File: src/ofmr_pkg.sv
// Package for the opcode framed message receiver.
// Holds the beat payload types, the receiver state type and the fixed codes.
// Has no dependencies.
package ofmr_pkg;

    localparam logic [7:0] OPCODE_MIN    = 8'h80;
    localparam logic [7:0] CSUM_INVERT   = 8'hFF;
    localparam logic [6:0] LEN_MASK      = 7'h7F;
    localparam logic [1:0] LEN_SEL_LONG  = 2'b11;
    localparam int         REPLY_BIT     = 3;
    localparam logic [7:0] REPLY_OP_A    = 8'hB4;
    localparam logic [7:0] REPLY_OP_B    = 8'hE7;
    localparam logic [7:0] REPLY_OP_C    = 8'h81;

    localparam logic [7:0] ERR_INCOMPLETE = 8'h10;
    localparam logic [7:0] ERR_CHECKSUM   = 8'h20;
    localparam logic [7:0] ERR_STRAY      = 8'h40;
    localparam logic [7:0] ERR_OVERFLOW   = 8'h80;

    typedef struct packed {
        logic [7:0] rx_byte;
        logic       line_collision;
        logic       line_timeout;
        logic       line_framing_error;
        logic       line_carrier_loss;
        logic       byte_is_echo;
    } in_beat_t;

    typedef struct packed {
        logic [7:0] data_out;
        logic [6:0] byte_index;
        logic       starts_message;
        logic       message_done;
        logic [7:0] message_length;
        logic [7:0] error_bits;
        logic       message_echo;
        logic       answers_request;
    } out_beat_t;

    typedef struct packed {
        logic       collecting;
        logic [7:0] position;
        logic [7:0] expected_length;
        logic [7:0] running_xor;
        logic [7:0] current_opcode;
        logic       acc_echo;
    } rx_state_t;

    localparam rx_state_t RX_STATE_IDLE = '{
        collecting: 1'b0, position: 8'd0, expected_length: 8'd0,
        running_xor: 8'd0, current_opcode: 8'd0, acc_echo: 1'b0};

endpackage

File: src/ofmr_step.sv
// Per-beat framing logic: next receiver state and the result for one byte.
// Depends on ofmr_pkg.
module ofmr_step #(
    parameter int MAX_MESSAGE_LENGTH = 128
) (
    input  ofmr_pkg::rx_state_t state,
    input  ofmr_pkg::in_beat_t  beat,
    input  logic [7:0]          last_sent_opcode,
    output ofmr_pkg::rx_state_t state_next,
    output ofmr_pkg::out_beat_t result
);

    localparam logic [7:0] MAX_LEN = 8'(MAX_MESSAGE_LENGTH);

    logic [3:0] line;
    logic [7:0] b;
    logic [7:0] pos_inc;
    logic [7:0] exp_eff;
    logic       echo_acc;
    logic       is_reply;

    always_comb begin
        b        = beat.rx_byte;
        line     = {beat.line_carrier_loss, beat.line_framing_error,
                    beat.line_timeout, beat.line_collision};
        pos_inc  = state.position + 8'd1;
        exp_eff  = (state.position == 8'd1 &&
                    state.current_opcode[6:5] == ofmr_pkg::LEN_SEL_LONG)
                   ? {1'b0, b[6:0] & ofmr_pkg::LEN_MASK} : state.expected_length;
        echo_acc = state.acc_echo | beat.byte_is_echo;
        is_reply = state.current_opcode == ofmr_pkg::REPLY_OP_A ||
                   state.current_opcode == ofmr_pkg::REPLY_OP_B ||
                   state.current_opcode == ofmr_pkg::REPLY_OP_C;

        state_next = state;
        result     = '0;
        result.data_out = b;

        priority if (line != 4'd0) begin
            result.byte_index     = state.collecting ? state.position[6:0] : 7'd0;
            result.message_done   = 1'b1;
            result.message_length = state.collecting ? pos_inc : 8'd1;
            result.error_bits     = {4'd0, line} | ofmr_pkg::ERR_INCOMPLETE |
                                    ofmr_pkg::ERR_CHECKSUM;
            result.message_echo   = beat.byte_is_echo |
                                    (state.collecting & state.acc_echo);
            state_next = ofmr_pkg::RX_STATE_IDLE;
        end else if (b >= ofmr_pkg::OPCODE_MIN) begin
            if (state.collecting) begin
                result.message_done   = 1'b1;
                result.message_length = state.position;
                result.error_bits     = ofmr_pkg::ERR_INCOMPLETE | ofmr_pkg::ERR_CHECKSUM;
                result.message_echo   = state.acc_echo;
            end
            result.starts_message      = 1'b1;
            state_next.collecting      = 1'b1;
            state_next.position        = 8'd1;
            state_next.running_xor     = b;
            state_next.current_opcode  = b;
            state_next.acc_echo        = beat.byte_is_echo;
            unique case (b[6:5])
                2'd0:    state_next.expected_length = 8'd2;
                2'd1:    state_next.expected_length = 8'd4;
                2'd2:    state_next.expected_length = 8'd6;
                default: state_next.expected_length = 8'd0;
            endcase
        end else if (state.collecting) begin
            result.byte_index = state.position[6:0];
            if (pos_inc == exp_eff) begin
                result.message_done    = 1'b1;
                result.message_length  = pos_inc;
                result.error_bits      = ((state.running_xor ^ ofmr_pkg::CSUM_INVERT) != b)
                                         ? ofmr_pkg::ERR_CHECKSUM : 8'd0;
                result.message_echo    = echo_acc;
                result.answers_request = echo_acc |
                                         (last_sent_opcode[ofmr_pkg::REPLY_BIT] & is_reply);
                state_next = ofmr_pkg::RX_STATE_IDLE;
            end else if (pos_inc >= MAX_LEN) begin
                result.message_done   = 1'b1;
                result.message_length = pos_inc;
                result.error_bits     = ofmr_pkg::ERR_OVERFLOW | ofmr_pkg::ERR_INCOMPLETE;
                result.message_echo   = echo_acc;
                state_next = ofmr_pkg::RX_STATE_IDLE;
            end else begin
                state_next.position        = pos_inc;
                state_next.expected_length = exp_eff;
                state_next.acc_echo        = echo_acc;
                state_next.running_xor     = state.running_xor ^ b;
            end
        end else begin
            result.message_done   = 1'b1;
            result.message_length = 8'd1;
            result.error_bits     = ofmr_pkg::ERR_STRAY;
            result.message_echo   = beat.byte_is_echo;
        end
    end

endmodule

File: src/opcode_framed_message_receiver.sv
// Top level of the opcode framed message receiver: state, config register, output skid.
// Depends on ofmr_pkg and ofmr_step.
// The result of each accepted input beat is registered before it appears on m_data.
// Throughput: one beat per cycle while the skid entry is empty; a two-entry
// output stage keeps s_ready high for one extra beat while a result waits on m_ready.
// Reset: synchronous, active low; returns to idle and clears last_sent_opcode.
module opcode_framed_message_receiver #(
    parameter int MAX_MESSAGE_LENGTH = 128
) (
    input  logic                aclk,
    input  logic                aresetn,
    input  logic                s_valid,
    output logic                s_ready,
    input  ofmr_pkg::in_beat_t  s_data,
    output logic                m_valid,
    input  logic                m_ready,
    output ofmr_pkg::out_beat_t m_data,
    input  logic                cfg_wr_en,
    input  logic [7:0]          cfg_wr_data
);

    ofmr_pkg::rx_state_t state_reg, state_next;
    ofmr_pkg::out_beat_t result_next;
    ofmr_pkg::out_beat_t main_reg, skid_reg;
    logic                main_valid_reg, skid_valid_reg;
    logic [7:0]          last_sent_reg;
    logic                s_accept;
    logic                m_pop;

    ofmr_step #(.MAX_MESSAGE_LENGTH(MAX_MESSAGE_LENGTH)) u_step (
        .state            (state_reg),
        .beat             (s_data),
        .last_sent_opcode (last_sent_reg),
        .state_next       (state_next),
        .result           (result_next)
    );

    assign s_ready  = !skid_valid_reg;
    assign s_accept = s_valid && s_ready;
    assign m_valid  = main_valid_reg;
    assign m_data   = main_reg;
    assign m_pop    = main_valid_reg && m_ready;

    always_ff @(posedge aclk) begin
        if (!aresetn) begin
            state_reg     <= ofmr_pkg::RX_STATE_IDLE;
            last_sent_reg <= 8'd0;
        end else begin
            if (s_accept) begin
                state_reg <= state_next;
            end
            if (cfg_wr_en) begin
                last_sent_reg <= cfg_wr_data;
            end
        end
    end

    always_ff @(posedge aclk) begin
        if (!aresetn) begin
            main_valid_reg <= 1'b0;
            skid_valid_reg <= 1'b0;
        end else if (m_pop) begin
            if (skid_valid_reg) begin
                main_valid_reg <= 1'b1;
                skid_valid_reg <= 1'b0;
            end else begin
                main_valid_reg <= s_accept;
            end
        end else if (!main_valid_reg) begin
            main_valid_reg <= s_accept;
        end else if (s_accept) begin
            skid_valid_reg <= 1'b1;
        end
    end

    always_ff @(posedge aclk) begin
        if (m_pop && skid_valid_reg) begin
            main_reg <= skid_reg;
        end else if (s_accept && (m_pop || !main_valid_reg)) begin
            main_reg <= result_next;
        end
        if (s_accept && main_valid_reg && !m_pop) begin
            skid_reg <= result_next;
        end
    end

    a_skid_needs_main: assert property (@(posedge aclk) disable iff (!aresetn)
        skid_valid_reg |-> main_valid_reg)
        else $error("Skid entry held while the main output entry is empty.");

    a_accept_gives_result: assert property (@(posedge aclk) disable iff (!aresetn)
        s_accept |=> m_valid)
        else $error("An accepted beat produced no result beat.");

    a_idle_state_clear: assert property (@(posedge aclk) disable iff (!aresetn)
        !state_reg.collecting |-> (state_reg.position == 8'd0 && !state_reg.acc_echo))
        else $error("Idle receiver holds message position or echo state.");

    a_stall_holds: assert property (@(posedge aclk) disable iff (!aresetn)
        (m_valid && !m_ready) |=> (m_valid && $stable(m_data)))
        else $error("Stalled result beat changed or was dropped.");

endmodule

File: config.mk
export PLATFORM = sky130hd
export DESIGN_NAME = opcode_framed_message_receiver
export DESIGN_NICKNAME = d
export VERILOG_FILES = /design/src/ofmr_pkg.sv /design/src/ofmr_step.sv /design/src/opcode_framed_message_receiver.sv
export SDC_FILE = /design/constraint.sdc
export NUM_CORES = 1
export LEC_CHECK = 0
export BUFFER_PORTS_ARGS = -buffer_cell sky130_fd_sc_hd__buf_2
export CAP_MARGIN = 5
export CORE_MARGIN = 4
export CORE_UTILIZATION = 45
export CTS_CLUSTER_DIAMETER = 80
export DETAILED_ROUTE_END_ITERATION = 6
export PLACE_DENSITY = 0.69
export SKIP_CTS_REPAIR_TIMING = 1
export SLEW_MARGIN = 5
export SYNTH_ARGS = -nofsm -noshare
export SYNTH_HDL_FRONTEND = slang
export SYNTH_SLANG_ARGS = --single-unit
export TNS_END_PERCENT = 30
File: constraint.sdc
create_clock -name aclk -period 3.3 [get_ports aclk]
set_input_delay 0.33 -clock aclk [delete_from_list [all_inputs] [get_ports aclk]]
set_output_delay 0.33 -clock aclk [all_outputs]
set_load 0.02 [all_outputs]
# After elaboration in Yosys (flattened, before gate mapping)
# Cells that the tools add are included.
word_totals:
  reg_bits: 110
  inputBits: 26
  elab_cells: 99
op_classes:
  mux: 32
  bitwise: 8
  order_cmp: 2
  add_sub_neg: 1
  eq_ne: 9
  n_reduce_logical: 22
ops:
  columns: ["operator", "n"]
  rows:
  - ["$mux W34", 4]
  - ["$mux W18", 6]
  - ["$mux W35", 2]
  - ["$eq A8 B8 Y1 const B", 3]
  - ["$mux W24", 1]
  - ["$mux W8", 3]
  - ["$mux W7", 3]
  - ["$ge A8 B8 Y1 const B", 2]
  - ["$mux W1", 11]
  - ["$pmux W3 S3", 1]
  - ["$add A8 B1 Y8 const B", 1]
  - ["$eq A8 B1 Y1 const B", 1]
  - ["$eq A8 B8 Y1", 1]
  - ["$ne A8 B8 Y1", 1]
  - ["$not A8 Y8", 1]
  - ["$reduce_bool A4 Y1", 2]
  - ["$xor A8 B8 Y8", 1]
  - ["$logic_and A1 B1 Y1", 7]
  - ["$mux W6", 1]
  - ["$eq A2 B2 Y1 const B", 2]
  - ["$reduce_and A2 Y1", 2]
  - ["$logic_not A1 Y1", 3]
  - ["$logic_or A1 B1 Y1", 3]
  - ["$or A1 B1 Y1", 3]
  - ["8 further kinds", 9]

# Depth between registers and ports, before layout
# Gate-level depths: netlist (run 1).
logic_depth:
  ltp_word: 11
  ltp_mapped: 10

# By module
# Synthesis (run 1) repeated with hierarchy kept, for this count alone.
hier_totals:
  cells_unflattened: 579
  hier_area_um2: 6088.3
modules_own_cells:
  columns: ["module", "seq_area_each_um2", "area_each_um2", "cells_per_inst", "instances"]
  rows:
  - ["opcode_framed_message_receiver", 2982.9, 4327.9, 297, 1]
  - ["ofmr_step", 0.0, 1760.4, 282, 1]

# Least setup slack after synthesis (run 1)
# Ideal clock, no wire load.
synth_path:
  path_kind: "input to register"
  start: "input s_valid"
  end: "register main_reg, in the netlist m_data[0], enable pin"
  cell_stages: 3
  n_path_buf: 0
  arrival_time_ns: 2.438
  slack_ns: 0.423
  cell_sequence: "nor2b_1 a21oi_1 a21oi_1"
synth_between:
  elab_chain_cells: 3
synth_rtl:
  columns: ["element", "line", "rtl"]
  rows:
  - ["start, declared", "opcode_framed_message_receiver.sv:12", "input logic s_valid,"]
  - ["$logic_and A1 B1 Y1", "opcode_framed_message_receiver.sv:39", "assign s_accept = s_valid && s_ready;"]
  - ["$logic_and A1 B1 Y1", "opcode_framed_message_receiver.sv:79", "end else if (s_accept && (m_pop || !main_valid_reg)) begin"]
  - ["$reduce_bool A2 Y1 (no line)", null, null]
  - ["end signal, assigned", "opcode_framed_message_receiver.sv:78", "main_reg <= skid_reg;"]
  - ["end signal, assigned", "opcode_framed_message_receiver.sv:80", "main_reg <= result_next;"]
  - ["end, declared", "opcode_framed_message_receiver.sv:24", "ofmr_pkg::out_beat_t main_reg, skid_reg;"]
# No other way between the ends.
# A chain may end at the register's enable or synchronous reset.

# Worst setup path in the final report (run 1)
layout_path:
  start: "register state_reg[25] in the netlist's numbering"
  end: "register state_reg[23] in the netlist's numbering"
layout_between:
  elab_chain_cells: 8
  word_cells_on_any_way: 11
  cone_classes: "1 x add/sub; 1 x order compare; 2 x eq/ne; 6 x mux; 1 x reduce/logical"
layout_rtl:
  columns: ["element", "line", "rtl"]
  rows:
  - ["start, declared", "opcode_framed_message_receiver.sv:22", "ofmr_pkg::rx_state_t state_reg, state_next;"]
  - ["start signal, assigned", "opcode_framed_message_receiver.sv:46", "state_reg <= ofmr_pkg::RX_STATE_IDLE;"]
  - ["start signal, assigned", "opcode_framed_message_receiver.sv:50", "state_reg <= state_next;"]
  - ["branches (longest 4 deep; another with $add A8 B1 Y8)", null, null]
  - ["$mux W34 *", "ofmr_step.sv:69", "if (pos_inc == exp_eff) begin"]
  - ["$mux W34 *", "ofmr_step.sv:67", "end else if (state.collecting) begin"]
  - ["$mux W34 *", "ofmr_step.sv:48", "end else if (b >= ofmr_pkg::OPCODE_MIN) begin"]
  - ["$mux W34 *", "ofmr_step.sv:39", "priority if (line != 4'd0) begin"]
# Every way passes the cells marked *. The select of a mux whose other input is x is not followed.

==> run metrics, run 1 <==
register area 0.00284 mm2; Hold Crit Class in2reg; vias post-DR 4,219; H-tree levels 3; Layout Skew 0.0125 ns; total leakage power 2.28 nW; Hold Path Depth 1; status finished clean; Mapped Area 0.00528 mm2; Max Cap Violations 0; RSZ-0062 raised after global routing false; Final nets 596; Post-synth ARST share 0; die height 116 um; Hold Vio Cnt, Final 0; Port-buffer cells 55; post-synthesis sequential area ratio 0.539; Max Fclk 0.332 GHz; pwr dens 465 mW/mm2; HPWL after detailed placement 9250 um; YS warnings 0; pin count of the biggest net entering global routing 36; multi-input logic area 0.00225 mm2; top_reg_cell synth edfxtp_1; crit path cell chain ha_1, nand3_1, buf_4, o21ai_0, a22o_1, a211oi_2, a311oi_4, and2_1, a32o_1; first-pass GRT wire length 20,500 um; fill count 984; Synth top area share 0.398; R2R Setup Slk 0.29 ns; initial antenna violation count 0; worst setup path class reg2reg; crit path DAT 3.32 ns; fin area 0.00609 mm2; post-synth cell types 65; CTS tree done; Area growth syn-to-layout 15.4%; Num CTS Buffers 9; ANT cells 0; Startpoint Class flip-flop; Worst-path clk slew 0.07 ns; GRT Total Usage 0.198; Skew-Pair Late Insertion Delay 0.36 ns; setup TNS 0 ns; DRT iter0 DRCs 366; total grt overflow 0; Setup Viol. Count Final 0; total power 2.83 mW; Crit. End Element flip-flop; Max VDD drop 0.388 mV; clock period minus worst slack 3.01 ns; post-synthesis cell count 510; die outline area 0.0135 mm2; CTS max path bufs 2; CP top delay family compound AO/OA/AOI/OAI gates; Hold Path End skid_reg[5]; number of synthesized flops with an enable pin 70; area post-placement 0.00576 mm2; R2R Path Start state_reg[25]; Reg2Reg Depth 9; Die X 116 um; WP data required 3.60 ns; worst rel slew slack 0.441; final wirelength 13,000 um; GP Congestion 0.938; Routed wire per std cell 18.2 um; HP Start s_data[1]; Buf/Inv on CP 1; Via density 5.92; syn_area_per_cell 10.3 um2; DRC violation count after routing 0; syn_nets 541; CP startpoint state_reg[25]; critical path fanouts, max 11; proportion of layout cells with a drive suffix above 1 0.202; post-synthesis register bit count 107; Slew Limit Fails 0; I/O pin total 63; Initial Util 0.460; critical path's slowest cell a311oi_4; Crit path largest cell delay 0.58 ns; core area 0.0115 mm2; top cells by area, synth edfxtp_1 40%, dfxtp_1 14%, nand2_1 5.6%; FF-to-FF End state_reg[23]; Slew @ Worst Pin 0.837 ns; period utilization 0.913; Rows 39; area leader, netlist edfxtp_1; clk sink count 107; Detailed Routing Iterations Pass 1 5; Antenna Nets Post-Route 0; CTS root buffer clkbuf_16; vias in the first global route 3,985
## worst register-to-register path: cells and delay by family, from the launching register on
kind | cells | cell delay [ns]
and+or+nand+nor | 2 | 0.52
adders and majority gates | 1 | 0.24
DFF | 1 | 0.49
AOI/OAI and AO/OA | 5 | 1.53
buffers and inverters | 1 | 0.18
## layout by cell type (no fill, tap or decap), drive strengths merged, types with 15 or more instances in the layout
| cell type | Yosys | final |
|---|---|---|
| a21oi | 16 | 16 |
| buf | 8 | 78 |
| dfxtp | 37 | 37 |
| edfxtp | 70 | 70 |
| nand2 | 79 | 79 |
| nor2 | 26 | 26 |
| nor2b | 17 | 17 |
| nor3 | 15 | 15 |
| o21ai | 25 | 25 |
## cells by family (layout without fill, tap and decap cells)
kind of cell               after synthesis  count (layout)  synth area share
and+or+nand+nor                        204             204             0.198
AOI/OAI and AO/OA                      126             126             0.175
DFF                                    107             107             0.539
buffers and inverters                   48             108            0.0389
muxes                                   11              11            0.0230
xor gates and xnor gates                 9               9            0.0149
adders and majority gates                5               5            0.0119
## metal layers
| layer | vias up | track usage | share of wire |
|---|---|---|---|
| met3 | 32 | 0.0378 | 0.056 |
| met5 | - | 0 | 0 |
| met2 | 154 | 0.316 | 0.47 |
| met4 | 0 | 0.108 | 0.038 |
| met1 | 2019 | 0.255 | 0.44 |
| li1 | 2014 | - | - |
## where the power goes
part	internal [mW]	switching [mW]	leakage [nW]
registers	1.47	0.0145	0.936
logic	0.0638	0.149	1.19
clock network	0.667	0.465	0.147
## Yosys cell counts, types with 5 or more instances
library cell and n:
a21boi_0 10, a21oi_1 16, a22oi_1 10, a31oi_1 8
a32o_1 7, and3_1 13, clkbuf_1 26, dfxtp_1 37
edfxtp_1 70, ha_1 5, inv_1 13, mux2_2 9
nand2_1 79, nand2b_1 11, nand3_1 11, nand4_1 9
nor2_1 26, nor2b_1 17, nor3_1 14, o211ai_1 10
o21ai_0 24, o31ai_1 9, xor2_1 5
## worst max-delay path by stage
| stage | slack, ns | cells past startpoint | endpoint |
|---|---|---|---|
| floorplan | 0.42 | 3 | m_data[0] |
| global placement | 0.32 | 9 | state_reg[19] |
| detailed placement | 0.23 | 8 | state_reg[23] |
| CTS | 0.21 | 8 | state_reg[23] |
| global route | 0.06 | 9 | state_reg[23] |
| finish | 0.29 | 9 | state_reg[23] |
## stage by stage
| step | util | hold slack [ns] | worst slack, ns | instances |
|---|---|---|---|---|
| floorplan | - | 0.429 | 0.423 | 510 |
| global placement | 0.503 | 0.464 | 0.316 | 696 |
| detailed placement | 0.503 | 0.458 | 0.227 | 696 |
| CTS | 0.530 | 0.194 | 0.208 | 712 |
| global route | 0.531 | 0.201 | 0.0567 | 713 |
| finish | 0.531 | 0.207 | 0.286 | 713 |
## area by class of cell
class                           count  share of cell area
Sequential cell                   107               0.467
Multi-Input combinational cell    355               0.370
Timing Repair Buffer               78              0.0736
Clock buffer                       12              0.0388
Tap cell                          143              0.0294
Clock inverter                      4              0.0125
Inverter                           14             0.00863
No activity file was read; power rests on OpenSTA's default activity.
==> inputs of run 2 (changes only) <==
--- a/config.mk
+++ b/config.mk
@@ -5,6 +5,7 @@
 export SDC_FILE = /design/constraint.sdc
 export NUM_CORES = 1
 export LEC_CHECK = 0
+export ABC_AREA = 1
 export BUFFER_PORTS_ARGS = -buffer_cell sky130_fd_sc_hd__buf_2
 export CAP_MARGIN = 5
 export CORE_MARGIN = 4
==> run metrics, run 2 <==
Skew-Pair Late Insertion Delay 0.35 ns (was 0.36 ns); number of synthesized flops with an enable pin 70 (unchanged); initial antenna violation count 0 (unchanged); Crit path largest cell delay 0.54 ns (was 0.58 ns); core area 0.0110 mm2 (was 0.0115 mm2); HPWL after detailed placement 8560 um (was 9250 um); RSZ-0062 raised after global routing false (unchanged); Initial Util 0.469 (was 0.460); post-synthesis register bit count 107 (unchanged); leading cell type in the layout, fill and taps excluded nand2_1 (unchanged); R2R Path Start state_reg[25] (unchanged); HP Start cfg_wr_data[3] (was s_data[1]); die outline area 0.0133 mm2 (was 0.0135 mm2); R2R Setup Slk 0.53 ns (was 0.29 ns); Max VDD drop 0.236 mV (was 0.388 mV); Slew Limit Fails 0 (unchanged); period utilization 0.840 (was 0.913); total grt overflow 0 (unchanged); top_reg_cell synth edfxtp_1 (unchanged); CTS max path bufs 2 (unchanged); post-synthesis sequential area ratio 0.550 (was 0.539); Layout Skew 0.00754 ns (was 0.0125 ns); Final nets 700 (was 596); Hold Path Depth 3 (was 1); Max Fclk 0.361 GHz (was 0.332 GHz); Hold Crit Class in2reg (unchanged); Antenna Nets Post-Route 0 (unchanged); YS warnings 0 (unchanged); worst setup path class reg2reg (unchanged); Rows 38 (was 39); CP most frequent cell nand2_1; proportion of layout cells with a drive suffix above 1 0.156 (was 0.202); Synth top area share 0.406 (was 0.398); sw frac 0.239 (was 0.222); Detailed Routing Iterations Pass 1 5 (unchanged); clk sink count 107 (unchanged); final wirelength 11,800 um (was 13,000 um); DRC violation count after routing 0 (unchanged); GP Congestion 0.924 (was 0.938); die height 115 um (was 116 um); H-tree levels 3 (unchanged); GRT Total Usage 0.183 (was 0.198); WP data required 3.40 ns (was 3.60 ns); sequential share of power 0.556 (was 0.525); Setup Viol. Count Final 0 (unchanged); most frequent cells in the layout 227 x nand2_1, 70 x edfxtp_1, 58 x inv_1 (was 79 x nand2_1, 70 x edfxtp_1, 55 x buf_2); Startpoint Class flip-flop (unchanged); Setup WS pre-CTS 0.622 ns (was 0.227 ns); area post-placement 0.00558 mm2 (was 0.00576 mm2); Core Util, Final 0.530 (was 0.531); Cell Count, Final, Fillers Out 814 (was 713); post-synth cell types 32 (was 65); Slew @ Worst Pin 1.11 ns (was 0.837 ns); register area 0.00284 mm2 (unchanged); Mapped Area 0.00517 mm2 (was 0.00528 mm2); Area growth syn-to-layout 13.1% (was 15.4%); CTS root buffer clkbuf_16 (unchanged); crit path cell chain ha_1, nand2_1, nor2_1, nand3_2, nand2_1, inv_1, nor2_1, nor2_1, nand2_1, nor2_2, nand2_4, nand3_2, inv_2, nand3_1, nand3_1, nand2_1 (was ha_1, nand3_1, buf_4, o21ai_0, a22o_1, a211oi_2, a311oi_4, and2_1, a32o_1); critical path's slowest cell dfxtp_1 (was a311oi_4); Placed Instances 798 (was 696); CTS tree done (unchanged); Via density 5.18 (was 5.92); post-synthesis cell count 621 (was 510); Crit. End Element flip-flop (unchanged); DRT iter0 DRCs 362 (was 366); vias in the first global route 3,943 (was 3,985); clock share of power 0.364 (was 0.400); total power 2.69 mW (was 2.83 mW); Post-synth ARST share 0 (unchanged); Hold Path End last_sent_reg[3] (was skid_reg[5]); combinational share of power 0.080 (was 0.075); Internal Power 2.05 mW (was 2.20 mW); Hold Vio Cnt, Final 0 (unchanged); WHS 0.214 ns (was 0.207 ns); critical path depth 16 (was 9); Routed wire per std cell 14.5 um (was 18.2 um); Worst-path clk slew 0.07 ns (about the same); critical path fanouts, max 14 (was 11); FF-to-FF End m_data[1] (was state_reg[23]); switching power 645 uW (was 628 uW); ANT cells 0 (unchanged); pin count of the biggest net entering global routing 47 (was 36); Buf/Inv on CP 2 (was 1); top cells by area, synth edfxtp_1 41%, nand2_1 16%, dfxtp_1 14% (was edfxtp_1 40%, dfxtp_1 14%, nand2_1 5.6%); count leader, synth nand2_1 (unchanged); fin area 0.00585 mm2 (was 0.00609 mm2); crit path DAT 2.87 ns (was 3.32 ns); CP top delay family simple AND/OR/NAND/NOR gates (was compound AO/OA/AOI/OAI gates); vias post-DR 4,217 (was 4,219); status finished clean (unchanged); clock period minus worst slack 2.77 ns (was 3.01 ns); I/O pin total 63 (unchanged); Port-buffer cells 55 (unchanged); multi-input logic area 0.00199 mm2 (was 0.00225 mm2); pwr dens 461 mW/mm2 (was 465 mW/mm2); Max Cap Violations 0 (unchanged); syn_nets 652 (was 541); Synth top cells by count 227 x nand2_1, 70 x edfxtp_1, 58 x inv_1 (was 79 x nand2_1, 70 x edfxtp_1, 37 x dfxtp_1); setup TNS 0 ns (unchanged); Reg2Reg Depth 16 (was 9); total leakage power 2.49 nW (was 2.28 nW); worst rel slew slack 0.256 (was 0.441); worst setup margin 0.527 ns (was 0.286 ns); area leader, netlist edfxtp_1 (unchanged); first-pass GRT wire length 19,000 um (was 20,500 um); Num CTS Buffers 9 (unchanged); fill count 1,052 (was 984); Die X 115 um (was 116 um); syn_area_per_cell 8.33 um2 (was 10.3 um2)
## run 2: changes by cell type after synthesis, sizes merged, moves of 17 or more
cell / change
a21oi: +21
nand2: +154
inv: +51
nor2: +21
nor2b: -17
nand3: +38
## run 2: final cells by class
type / count / area share
clock buffer: 9 / 0.0385
tap: 140 / 0.0300
sequential: 107 / 0.486
timing repair buffer: 61 / 0.0548
multi-input combinational: 423 / 0.340
inverter: 67 / 0.0430
clock inverter: 7 / 0.00749
## run 2: cells by family (layout without fill, tap and decap cells)
| group | after synthesis | in the layout | share of synthesized area |
|---|---|---|---|
| simple gates | 345 | 345 | 0.289 |
| xor+xnor | 9 | 9 | 0.0152 |
| compound gates | 64 | 64 | 0.0651 |
| flops | 107 | 107 | 0.550 |
| buf+inv | 91 | 144 | 0.0690 |
| fa+ha+maj | 5 | 5 | 0.0121 |
## run 2: worst max-delay path by stage
| stage | startpoint | end | slack (ns) |
|---|---|---|---|
| 6_report | state_reg[25] | m_data[1] | 0.53 |
| 5_1_grt | state_reg[25] | m_data[1] | 0.29 |
| 4_1_cts | state_reg[25] | m_data[1] | 0.59 |
| 3_5_place_dp | state_reg[25] | skid_reg[1] | 0.62 |
| 3_3_place_gp | state_reg[25] | skid_reg[1] | 0.66 |
| 2_1_floorplan | m_valid | m_data[0] | 0.57 |
## run 2: worst min-delay path: cells and delay by family
family                 cells  cell delay, ns
and+or+nand+nor            1            0.07
AOI/OAI and AO/OA          1            0.05
buffers and inverters      1            0.08
## run 2: power groups by stage
stage / clock network (mW) / registers [mW] / logic (mW)
5_1_grt: 1.05 / 1.50 / 0.236
2_1_floorplan: 0 / 1.57 / 0.0907
3_5_place_dp: 0 / 1.53 / 0.216
6_report: 0.982 / 1.50 / 0.215
3_3_place_gp: 0 / 1.53 / 0.212
4_1_cts: 1.00 / 1.50 / 0.217
## run 2: per-layer routing
layer  track usage  part of all wire  vias to the layer above
met5             0                 0                        -
met4        0.0673             0.018                        0
met3        0.0274             0.052                       15
met2         0.311              0.50                      110
met1         0.236              0.43                     1976
li1              -                 -                     2116
